File: src/sv/lru_demand_paging_unit_macros.svh
// assertion macros for the demand paging unit
`ifndef LRU_DEMAND_PAGING_UNIT_MACROS_SVH
`define LRU_DEMAND_PAGING_UNIT_MACROS_SVH

// same-cycle implication
`define LDP_ASSERT_NOW(label, ante, cons, msg) \
  label: assert property (@(posedge clk_i) disable iff (!rst_ni) (ante) |-> (cons)) \
    else $error(msg);

// next-cycle implication
`define LDP_ASSERT_NEXT(label, ante, cons, msg) \
  label: assert property (@(posedge clk_i) disable iff (!rst_ni) (ante) |=> (cons)) \
    else $error(msg);

`endif

File: src/sv/ldp_pkg.sv
package ldp_pkg;

  localparam int unsigned VirtualPages = 8;
  localparam int unsigned Frames       = 4;
  localparam int unsigned WordsPerPage = 2;
  localparam int unsigned WordWidth    = 32;

  localparam int unsigned PageW  = $clog2(VirtualPages);
  localparam int unsigned FrameW = $clog2(Frames);
  localparam int unsigned WordW  = (WordsPerPage > 1) ? $clog2(WordsPerPage) : 1;
  localparam int unsigned CntW   = $clog2(WordsPerPage + 1);
  localparam int unsigned DiskDepth  = VirtualPages * WordsPerPage;
  localparam int unsigned FrameDepth = Frames * WordsPerPage;
  localparam int unsigned DiskAw  = PageW + WordW;
  localparam int unsigned FrameAw = FrameW + WordW;

  localparam logic ActRead  = 1'b0;
  localparam logic ActWrite = 1'b1;

  typedef struct packed {
    logic        action;
    logic [3:0]  vaddr;
    logic [30:0] wdata;
  } ldp_req_t;

  typedef struct packed {
    logic signed [31:0] rdata;
    logic               page_fault;
    logic               evicted;
    logic [1:0]         frame_used;
  } ldp_rsp_t;

  typedef enum logic [2:0] {
    StIdle,
    StLookup,
    StEvict,
    StLoad,
    StAccess,
    StResp
  } ldp_state_e;

endpackage

File: src/sv/lru_demand_paging_unit.sv
// demand paging unit: 16 virtual words in 8 two-word pages on a disk store,
// 4 main frames holding resident pages, lru replacement.
// request channel: req_i is taken at a rising edge where start_i is high and
// busy_o is low. busy_o stays high until the result has been shown.
// result channel: done_o is high for exactly one cycle with rsp_o valid; the
// receiver must take it then, there is no back pressure.
// steps from the accepting edge to the done_o cycle:
//   hit                    lookup, access, response
//   miss into a free frame lookup, load, access, response
//   miss with write-back   lookup, evict, load, access, response
// a new request can be accepted in the cycle after done_o. the page copies
// go through the single-port disk and frame memories: each page copy moves
// one word per cycle, behind the registered memory read. the page table and
// lru ranks sit in flops and are updated in the lookup cycle.
// reset clears the page table, frame use flags, lru ranks and the disk valid
// flags; unwritten disk words read as all ones. no clearing pass is needed.
`include "lru_demand_paging_unit_macros.svh"

module lru_demand_paging_unit
  import ldp_pkg::*;
(
  input  logic     clk_i,
  input  logic     rst_ni,
  input  logic     start_i,
  input  ldp_req_t req_i,
  output logic     busy_o,
  output logic     done_o,
  output ldp_rsp_t rsp_o
);

  ldp_state_e state_q, state_d;
  ldp_req_t   req_q;
  logic [CntW-1:0] cnt_q;

  logic [VirtualPages-1:0] ent_vld_q;
  logic [VirtualPages-1:0] ent_dirty_q;
  logic [FrameW-1:0]       ent_frame_q [VirtualPages];
  logic [Frames-1:0]       frm_used_q;
  logic [FrameW-1:0]       frm_rank_q [Frames];
  logic [DiskDepth-1:0]    disk_vld_q;

  logic [FrameW-1:0] f_q;
  logic              fault_q;
  logic              evict_q;
  logic [PageW-1:0]  owner_q;

  // memories
  logic [WordWidth-1:0] disk_mem  [DiskDepth];
  logic [WordWidth-1:0] frame_mem [FrameDepth];
  logic [WordWidth-1:0] disk_rd_q, frame_rd_q;
  logic                 disk_rvld_q;
  logic                 disk_we, disk_re, frame_we, frame_re;
  logic [DiskAw-1:0]    disk_addr;
  logic [FrameAw-1:0]   frame_addr;
  logic [WordWidth-1:0] disk_wdata, frame_wdata;

  // request decode
  logic [PageW-1:0] page;
  logic [WordW-1:0] word;
  assign page = req_q.vaddr[PageW+WordW-1:WordW];
  assign word = req_q.vaddr[WordW-1:0];

  logic [WordW-1:0] cnt_idx, cnt_prev;
  assign cnt_idx  = cnt_q[WordW-1:0];
  assign cnt_prev = WordW'(cnt_q - CntW'(1));

  // lookup: hit, free frame, lru victim and its owner
  logic              lk_hit, lk_free, lk_evict;
  logic [FrameW-1:0] lk_f, lk_free_f, lk_victim;
  logic [FrameW-1:0] lk_old_rank;
  logic [PageW-1:0]  lk_owner;
  logic [FrameW:0]   lk_count;

  always_comb begin
    lk_free   = 1'b0;
    lk_free_f = '0;
    lk_count  = '0;
    lk_victim = '0;
    for (int k = Frames - 1; k >= 0; k--) begin
      if (!frm_used_q[k]) begin
        lk_free   = 1'b1;
        lk_free_f = FrameW'(k);
      end
    end
    for (int k = 0; k < Frames; k++) begin
      lk_count = lk_count + (FrameW + 1)'(frm_used_q[k]);
    end
    for (int k = 1; k < Frames; k++) begin
      if (frm_rank_q[k] > frm_rank_q[lk_victim]) lk_victim = FrameW'(k);
    end
  end

  always_comb begin
    lk_evict = 1'b0;
    lk_owner = '0;
    for (int k = VirtualPages - 1; k >= 0; k--) begin
      if (ent_vld_q[k] && ent_frame_q[k] == lk_victim) begin
        lk_evict = 1'b1;
        lk_owner = PageW'(k);
      end
    end
  end

  always_comb begin
    lk_hit = ent_vld_q[page];
    if (lk_hit) begin
      lk_f        = ent_frame_q[page];
      lk_old_rank = frm_rank_q[lk_f];
    end else if (lk_free) begin
      lk_f        = lk_free_f;
      lk_old_rank = lk_count[FrameW-1:0];
    end else begin
      lk_f        = lk_victim;
      lk_old_rank = frm_rank_q[lk_victim];
    end
  end

  logic miss_evict;
  assign miss_evict = !lk_hit && !lk_free && lk_evict;

  // next state
  always_comb begin
    state_d = state_q;
    case (state_q)
      StIdle:   if (start_i) state_d = StLookup;
      StLookup: begin
        if (lk_hit) state_d = StAccess;
        else if (miss_evict) state_d = StEvict;
        else state_d = StLoad;
      end
      StEvict:  if (cnt_q == CntW'(WordsPerPage)) state_d = StLoad;
      StLoad:   if (cnt_q == CntW'(WordsPerPage)) state_d = StAccess;
      StAccess: state_d = StResp;
      StResp:   state_d = StIdle;
      default:  state_d = StIdle;
    endcase
  end

  // memory controls and handshake outputs
  always_comb begin
    disk_we     = 1'b0;
    disk_re     = 1'b0;
    frame_we    = 1'b0;
    frame_re    = 1'b0;
    disk_addr   = '0;
    frame_addr  = '0;
    disk_wdata  = frame_rd_q;
    frame_wdata = disk_rvld_q ? disk_rd_q : '1;
    busy_o      = 1'b1;
    done_o      = 1'b0;
    case (state_q)
      StIdle: busy_o = 1'b0;
      StEvict: begin
        // read frame word cnt, write back the word read in the previous cycle
        frame_re   = cnt_q < CntW'(WordsPerPage);
        frame_addr = {f_q, cnt_idx};
        disk_we    = cnt_q != '0;
        disk_addr  = {owner_q, cnt_prev};
      end
      StLoad: begin
        disk_re    = cnt_q < CntW'(WordsPerPage);
        disk_addr  = {page, cnt_idx};
        frame_we   = cnt_q != '0;
        frame_addr = {f_q, cnt_prev};
      end
      StAccess: begin
        frame_addr  = {f_q, word};
        frame_we    = req_q.action == ActWrite;
        frame_re    = req_q.action == ActRead;
        frame_wdata = WordWidth'(req_q.wdata);
      end
      StResp: done_o = 1'b1;
      default: ;
    endcase
  end

  always_ff @(posedge clk_i) begin
    if (disk_we) disk_mem[disk_addr] <= disk_wdata;
    if (disk_re) disk_rd_q <= disk_mem[disk_addr];
  end

  always_ff @(posedge clk_i) begin
    if (frame_we) frame_mem[frame_addr] <= frame_wdata;
    if (frame_re) frame_rd_q <= frame_mem[frame_addr];
  end

  always_ff @(posedge clk_i or negedge rst_ni) begin
    if (!rst_ni) begin
      disk_vld_q  <= '0;
      disk_rvld_q <= 1'b0;
    end else begin
      if (disk_we) disk_vld_q[disk_addr] <= 1'b1;
      if (disk_re) disk_rvld_q <= disk_vld_q[disk_addr];
    end
  end

  // control, page table and lru ranks
  always_ff @(posedge clk_i or negedge rst_ni) begin
    if (!rst_ni) begin
      state_q     <= StIdle;
      cnt_q       <= '0;
      ent_vld_q   <= '0;
      ent_dirty_q <= '0;
      frm_used_q  <= '0;
      for (int k = 0; k < VirtualPages; k++) ent_frame_q[k] <= '0;
      for (int k = 0; k < Frames; k++) frm_rank_q[k] <= '0;
    end else begin
      state_q <= state_d;
      cnt_q   <= (state_d != state_q) ? '0 : cnt_q + CntW'(1);
      if (state_q == StLookup) begin
        for (int k = 0; k < Frames; k++) begin
          if (FrameW'(k) != lk_f && frm_used_q[k] && frm_rank_q[k] < lk_old_rank) begin
            frm_rank_q[k] <= frm_rank_q[k] + FrameW'(1);
          end
        end
        frm_rank_q[lk_f] <= '0;
        if (!lk_hit) begin
          if (miss_evict) begin
            ent_vld_q[lk_owner]   <= 1'b0;
            ent_dirty_q[lk_owner] <= 1'b0;
          end
          ent_vld_q[page]   <= 1'b1;
          ent_frame_q[page] <= lk_f;
          frm_used_q[lk_f]  <= 1'b1;
        end
        if (req_q.action == ActWrite) ent_dirty_q[page] <= 1'b1;
        else if (!lk_hit) ent_dirty_q[page] <= 1'b0;
      end
    end
  end

  // request and lookup results
  always_ff @(posedge clk_i) begin
    if (state_q == StIdle && start_i) req_q <= req_i;
    if (state_q == StLookup) begin
      f_q     <= lk_f;
      fault_q <= !lk_hit;
      evict_q <= miss_evict;
      owner_q <= lk_owner;
    end
  end

  always_comb begin
    rsp_o.rdata      = (req_q.action == ActWrite) ? '0 : $signed(frame_rd_q);
    rsp_o.page_fault = fault_q;
    rsp_o.evicted    = evict_q;
    rsp_o.frame_used = f_q;
  end

  `LDP_ASSERT_NEXT(a_done_one_cycle, done_o, !done_o, "result strobe longer than one cycle")
  `LDP_ASSERT_NOW(a_evict_needs_fault, done_o && rsp_o.evicted, rsp_o.page_fault,
                  "eviction without page fault")
  `LDP_ASSERT_NEXT(a_accept_busy, start_i && !busy_o, busy_o, "accepted request not busy")
  `LDP_ASSERT_NEXT(a_page_resident, state_q == StLookup, ent_vld_q[page],
                   "page not resident after lookup")
  `LDP_ASSERT_NOW(a_mem_exclusive, 1'b1, !(frame_we && frame_re) && !(disk_we && disk_re),
                  "single port memory read and written together")
  `LDP_ASSERT_NOW(a_dirty_resident, 1'b1, (ent_dirty_q & ~ent_vld_q) == '0,
                  "dirty page not resident")

endmodule
File: config.mk
export PLATFORM = sky130hd
export DESIGN_NAME = lru_demand_paging_unit
export DESIGN_NICKNAME = d
export VERILOG_FILES = /design/src/sv/ldp_pkg.sv /design/src/sv/lru_demand_paging_unit.sv
export VERILOG_INCLUDE_DIRS = /design/src /design/src/sv
export SDC_FILE = /design/constraint.sdc
export NUM_CORES = 1
export LEC_CHECK = 0
export BUFFER_PORTS_ARGS = -buffer_cell sky130_fd_sc_hd__buf_2
export CAP_MARGIN = 0
export CORE_MARGIN = 1
export CORE_UTILIZATION = 39
export CTS_CLUSTER_DIAMETER = 60
export DETAILED_ROUTE_END_ITERATION = 10
export PLACE_DENSITY = 0.64
export SYNTH_ARGS = -nofsm -noshare
export SYNTH_HDL_FRONTEND = slang
export SYNTH_SLANG_ARGS = --single-unit
File: constraint.sdc
create_clock -name clk_i -period 5 [get_ports clk_i]
set_input_delay 0.25 -clock clk_i [delete_from_list [all_inputs] [get_ports clk_i]]
set_output_delay 0.25 -clock clk_i [all_outputs]
set_load 0.01 [all_outputs]
=== Word level (Yosys, flattened, before mapping) ===
Memories as Yosys holds them, arrays and structs flattened. A register that Yosys moved wholly into a read port is not among the register bits.
Cells that the tools add are included.

* Add/sub/neg operators: 9
* $lt $le $gt $ge: 24
* Equal/unequal tests: 18
* Multiplexer cells: 96
* Bitwise gates (word level): 15
* Reduce and logical (&&, ||, !) cells: 31

{| class="wikitable"
|+ Operator list
! kind !! number
|-
| $mux 32 || 3
|-
| $mux 2 || 31
|-
| $mux 3 || 12
|-
| $mux 1 || 28
|-
| $logic_and 1x1->1 || 25
|-
| $mux 8 || 3
|-
| $and 8x8->8 || 2
|-
| $bmux 2 s2 || 4
|-
| $bwmux 16 || 1
|-
| $eq 2x2->1 || 8
|-
| $not 8->8 || 2
|-
| $or 16x16->16 || 1
|-
| $ge 3x3->1 const B || 5
|-
| $not 2->3 || 5
|-
| $pmux 3 s5 || 1
|-
| $add 2x1->2 const B || 5
|-
| $pmux 3 s3 || 1
|-
| $lt 2x2->1 || 4
|-
| $lt 3x4->1 const B || 2
|-
| $or 8x8->8 || 1
|-
| $pmux 4 s2 || 1
|-
| $bmux 2 s3 || 1
|-
| $demux 1 s3 || 2
|-
| $demux 2 s3 || 1
|-
| 33 further kinds || 44
|}

* Register bits: 101
* Bits in writable memories: 768
* Input bits: 39
* Output and inout bits: 38
* Word-level logic and storage cells: 220
* Memories kept: 2

{| class="wikitable"
|+ Memory list
! memory !! words !! width !! rd ports !! clocked after memory_dff !! wr ports !! RTL line !! text
|-
| disk_mem || 16 || 32 || 1 || 1 || 1 || lru_demand_paging_unit.sv:48 || <nowiki>logic [WordWidth-1:0] disk_mem [DiskDepth];</nowiki>
|-
| frame_mem || 8 || 32 || 1 || 1 || 1 || lru_demand_paging_unit.sv:49 || <nowiki>logic [WordWidth-1:0] frame_mem [FrameDepth];</nowiki>
|}

=== Depth between registers and ports, before layout ===
* Word-level depth: 34
* Mapped depth: 28
* Gate-level depth less buffers: 24

=== Worst setup path after synthesis ===
Ideal clock, no wire load.

* Path type: reg2reg
* Start point: reg state_q[0]
* End point: mem disk_mem[5][0] (enable)
* Setup time: 503 ps
* Arrival: 4,735 ps
* Data required time: 4,497 ps
* Path slack: -239 ps
* Stages on the path, launching flop included: 7
* Path buffers: 3
* Clock period less this slack: 5,239 ps
* Cell sequence: dfrtp_1 buf_1 mux2_2 and2_1 buf_2 clkbuf_1 nor4_1

* Cells in the longest elaborated chain, start to end: 4
* Elaborated cells between the ends (all ways): 6
* Classes of those cells: 2 x eq/ne; 4 x mux

{| class="wikitable"
|+ RTL lines
! element !! RTL line !! text
|-
| from (decl) || lru_demand_paging_unit.sv:31 || <nowiki>ldp_state_e state_q, state_d;</nowiki>
|-
| from (signal assigned) || lru_demand_paging_unit.sv:200 || <nowiki>state_q <= StIdle;</nowiki>
|-
| from (signal assigned) || lru_demand_paging_unit.sv:208 || <nowiki>state_q <= state_d;</nowiki>
|-
| $eq 3x2->1 || lru_demand_paging_unit.sv:151 || <nowiki>case (state_q)</nowiki>
|-
| $mux 1 || lru_demand_paging_unit.sv:151 ||
|-
| $mux 1 || lru_demand_paging_unit.sv:178 || <nowiki>if (disk_we) disk_mem[disk_addr] <= disk_wdata;</nowiki>
|-
| $mux 1 (implied by the code) || lru_demand_paging_unit.sv:178 ||
|-
| to (decl) || lru_demand_paging_unit.sv:48 ||
|}

Parallel ways exist; a longest one is shown, timed or not.

=== Final worst setup path ===
* Start point: reg frm_rank_q[5] (netlist name)
* End point: reg evict_q, data pin

* Cells in the longest elaborated chain, start to end: 25
* Elaborated cells between the ends (all ways): 39
* Classes of those cells: 3 x order compare; 8 x eq/ne; 17 x mux; 2 x bitwise; 9 x reduce/logical

{| class="wikitable"
|+ RTL lines
! element !! RTL line !! text
|-
| from (decl) || lru_demand_paging_unit.sv:39 || <nowiki>logic [FrameW-1:0] frm_rank_q [Frames];</nowiki>
|-
| from (signal, indexed assignment) || lru_demand_paging_unit.sv:213 || <nowiki>frm_rank_q[k] <= frm_rank_q[k] + FrameW'(1);</nowiki>
|-
| $gt 2x2->1 || lru_demand_paging_unit.sv:89 || <nowiki>if (frm_rank_q[k] > frm_rank_q[lk_victim]) lk_victim = FrameW'(k);</nowiki>
|-
| $mux 1 || lru_demand_paging_unit.sv:89 ||
|-
| $not 2->3 (implied by the code) || lru_demand_paging_unit.sv:89 ||
|-
| $bmux 2 s2 || lru_demand_paging_unit.sv:89 ||
|-
| $mux 2 (implied by the code) (2 in a row) || lru_demand_paging_unit.sv:89 ||
|-
| $gt 2x2->1 || lru_demand_paging_unit.sv:89 ||
|-
| $mux 2 || lru_demand_paging_unit.sv:89 ||
|-
| $not 2->3 (implied by the code) || lru_demand_paging_unit.sv:89 ||
|-
| (+3 left out) || - ||
|-
| $gt 2x2->1 || lru_demand_paging_unit.sv:89 ||
|-
| $mux 2 * || lru_demand_paging_unit.sv:89 ||
|-
| $eq 2x2->1 || lru_demand_paging_unit.sv:97 || <nowiki>if (ent_vld_q[k] && ent_frame_q[k] == lk_victim) begin</nowiki>
|-
| $logic_and 1x1->1 || lru_demand_paging_unit.sv:97 ||
|-
| $mux 1 (7 in a row) || lru_demand_paging_unit.sv:97 ||
|-
| $mux 1 * || lru_demand_paging_unit.sv:97 ||
|-
| $logic_and 1x1->1 * || lru_demand_paging_unit.sv:119 || <nowiki>assign miss_evict = !lk_hit && !lk_free && lk_evict;</nowiki>
|-
| net miss_evict || lru_demand_paging_unit.sv:118 || <nowiki>logic miss_evict;</nowiki>
|-
| to (signal assigned) || lru_demand_paging_unit.sv:238 || <nowiki>evict_q <= miss_evict;</nowiki>
|-
| to (decl) || lru_demand_paging_unit.sv:44 || <nowiki>logic evict_q;</nowiki>
|}

Mark *: on every way through the listed nets, which the timed path passes. The rest lies on a longest branch. The select of a mux whose other input is x is not followed.
A chain may end at the register's enable or synchronous reset.

==> run metrics <==
hold path depth=2; CTS tree=built; Finished Layout Cells=4237; Hold WC Path Type=input port to flop; Vias/cell=5.55; crit-path cells=inv_1 > ha_1 > o22ai_2 > mux2i_2 > inv_1 > ha_1 > nand2_1 > o21ai_2 > mux2i_1 > ha_2 > nand2_1 > o21a_1 > buf_6 > nor4b_1 > o31ai_2 > nand4_1 > o31a_1 > and2_1; FF+latch area=27700 um2; die area=98300 um2; M1 WL=41.3 mm; Final nets=2955; GRT overflow=0; Crit path max-delay family=compound AO/OA/AOI/OAI gates; worst relative slew slack=19.3%; maximum operating frequency=216 MHz; Post-synth top cells=875 x edfxtp_1, 555 x nand2_1, 220 x a21oi_1; GPL Wtd Cong=0.820; synth unique cells=73; crit end category=flop; First-pass DRT Iterations=5; worst slew pin tran=1200 ps; DR WL met2=44.3 mm; FP Rows=113; ys flop type=edfxtp_1; max cap viols=0; Peak supply drop=0.433 mV; Synth Instances=2799; Tmin final=4630 ps; Placeable Area=95600 um2; Seq cells post-synth=933; Clock Path Buffers=3; highest metal used=met4; CTS sink cnt=933; Final ANT Viol Nets=0; Worst Path Required=5410 ps; filler cell count=8438; # H-tree levels=3; CP Depth=18; pin count of the biggest net entering global routing=89; routed via count=23500; placed insts=4030; Final Cycle Share=92.7%; post-DP HPWL=52.5 mm; die extent in x=314 um; drt wl/cell=22.1 um; routed wire length=93.6 mm; Pins Over Slew Limit=0; Synth area leader=edfxtp_1; vias in the first global route=22900; final core utilization=45.5%; initial antenna violation count=3; Die Ht=314 um; first-pass GRT wire length=142 mm; Final Skew=24.4 ps; initial DRC count=2245; Syn Nets=2853; Crit Path Max Fanout=17; async set or reset register ratio after synthesis=6.22%; pwr/cell area=661 nW/um2; worst reg2reg path depth=18; unrepaired setup endpoints after global routing=false; total global-route track usage=19.0%; Synth Cell Area=37900 um2; # IOs=77; initial core utilization=39.6%; sequential area share after synthesis=73.2%; delay of the slowest critical-path stage=420 ps; met3 wire length=6.26 mm; Port Buffers=76; Post-synth EDFFs=875; P&R area growth vs syn=14.8%; Startpoint Class=flop; most common cell in the netlist=edfxtp_1; multi-input logic area=9480 um2; static leakage=14.5 nW; total power=28.7 mW; Synth Area per Inst=13.5 um2; Slowest cell on crit path=o31ai_2; status=finished, final reports clean; antenna cells=0; DRC viols=0; final instance area=43400 um2; Setup CP Type=flop to flop; CTS buffer count=93; Worst Path Buf+Inv=3; final hold violation count=0; worst path arrival time=5050 ps; layout cells sized above 1=12.8%; share of the synthesized area in the top cell type=69.4%; top post-synthesis cells by area=edfxtp_1 69%, nand2_1 5.5%, dfrtp_1 3.8%; Placed Area=40100 um2; Yosys warnings=0; setup violators final=0; root buf cell=clkbuf_16; Clock transition at path regs=60 ps; Worst-Skew Late Latency=670 ps
==> routing by layer <==
layer	vias to the layer above	track usage (%)
met5	-	0
li1	10700	-
met2	813	30.2
met4	0	4.45
met1	11900	27.4
met3	121	2.79
==> stage by stage <==
| step | setup TNS (ps) | hold slack, ps | setup slack, ps |
|---|---|---|---|
| finish | 0 | 304 | 366 |
| global route | 0 | 289 | 52.0 |
| global placement | 0 | 429 | 6.16 |
| detailed placement | 0 | 428 | 34.5 |
| floorplan | -15710 | -45.6 | -239 |
| CTS | 0 | 263 | 15.5 |
==> layout by cell type (no fill, tap or decap), types with 11 or more instances in the layout <==
cell type      count
dlygate4sd3_1     38
clkinv_2          17
nor3_1            42
nand2b_1          11
ha_1              13
buf_4             67
nor2b_1           40
edfxtp_1         875
or2_2             17
a211oi_1         134
inv_1             45
clkinv_1          24
and2_0            94
a21oi_1          219
a311oi_1         101
a31oi_1           63
clkbuf_1          16
buf_12            16
clkbuf_16         94
or4_1             32
buf_2             76
nor2_1            67
nor2_4            15
and2_1            44
nand2_1          553
dfrtp_1           58
==> area by class of cell <==
cell class                      count  area share (%)
Multi-Input combinational cell   1626            21.8
Sequential cell                   933            63.8
Clock buffer                      110            5.55
Timing Repair Buffer              198            3.67
Tap cell                         1265            3.64
Clock inverter                     56            1.07
Inverter                           49           0.423
==> report_power, final <==
group | total, mW | switching [mW] | internal (mW)
clock | 6.67 | 2.95 | 3.72
sequential | 11.7 | 1.14 | 10.6
combinational | 10.3 | 6.89 | 3.41
==> worst paths after layout <==
check	from	end	slack (ps)
worst max-delay path	frm_rank_q[5]$_DFFE_PN0P_	evict_q$_DFFE_PP_	370
worst min-delay path	req_i[29]	req_q[29]$_DFFE_PP_	300
worst max register to register	frm_rank_q[5]$_DFFE_PN0P_	evict_q$_DFFE_PP_	370
worst min register to register	disk_vld_q[0]$_DFFE_PN0P_	disk_vld_q[0]$_DFFE_PN0P_	470
max in group asynchronous	rst_ni	disk_vld_q[8]$_DFFE_PN0P_	4140
min in group asynchronous	rst_ni	ent_vld_q[0]$_DFFE_PN0P_	320
==> flip-flops by register name, indices dropped and copies added, names as in the netlist <==
signal / flops
evict_q: 1
disk_rd_q: 32
frm_used_q: 4
ent_frame_q: 16
disk_mem: 512
disk_vld_q: 16
frame_mem: 256
fault_q: 1
req_q: 33
disk_rvld_q: 1
owner_q: 3
state_q: 3
cnt_q: 2
ent_vld_q: 8
page: 3
frm_rank_q: 8
disk_wdata: 32
f_q: 2
==> cell families after synthesis <==
kind of cell	after synthesis	share of synthesized area [%]
AO/OA/AOI/OAI	587	10.4
flip-flops	933	73.2
XOR/XNOR	3	0.0694
multiplexers	26	0.985
adder cells (fa/ha/maj)	15	0.516
AND/OR/NAND/NOR	995	12.4
buffers and inverters	240	2.47
==> worst register-to-register path, cell delays in order, from the launching register on <==
cell and delay (ps):
dfrtp_1 410, inv_1 80, ha_1 320, o22ai_2 230
mux2i_2 320, inv_1 80, ha_1 270, nand2_1 70
o21ai_2 100, mux2i_1 280, ha_2 320, nand2_1 150
o21a_1 260, buf_6 210, nor4b_1 80, o31ai_2 420
nand4_1 260, o31a_1 380, and2_1 160
==> repair_timing <==
item | 4_1_cts | 5_1_grt
gates resized for setup | 0 | 13
hold buffers | 38 | 0
buffers inserted | 0 | 3
endpoints found under the setup margin | 0 | 17
endpoints found under the hold margin | 95 | 0
No activity file was read; power rests on OpenSTA's default activity.
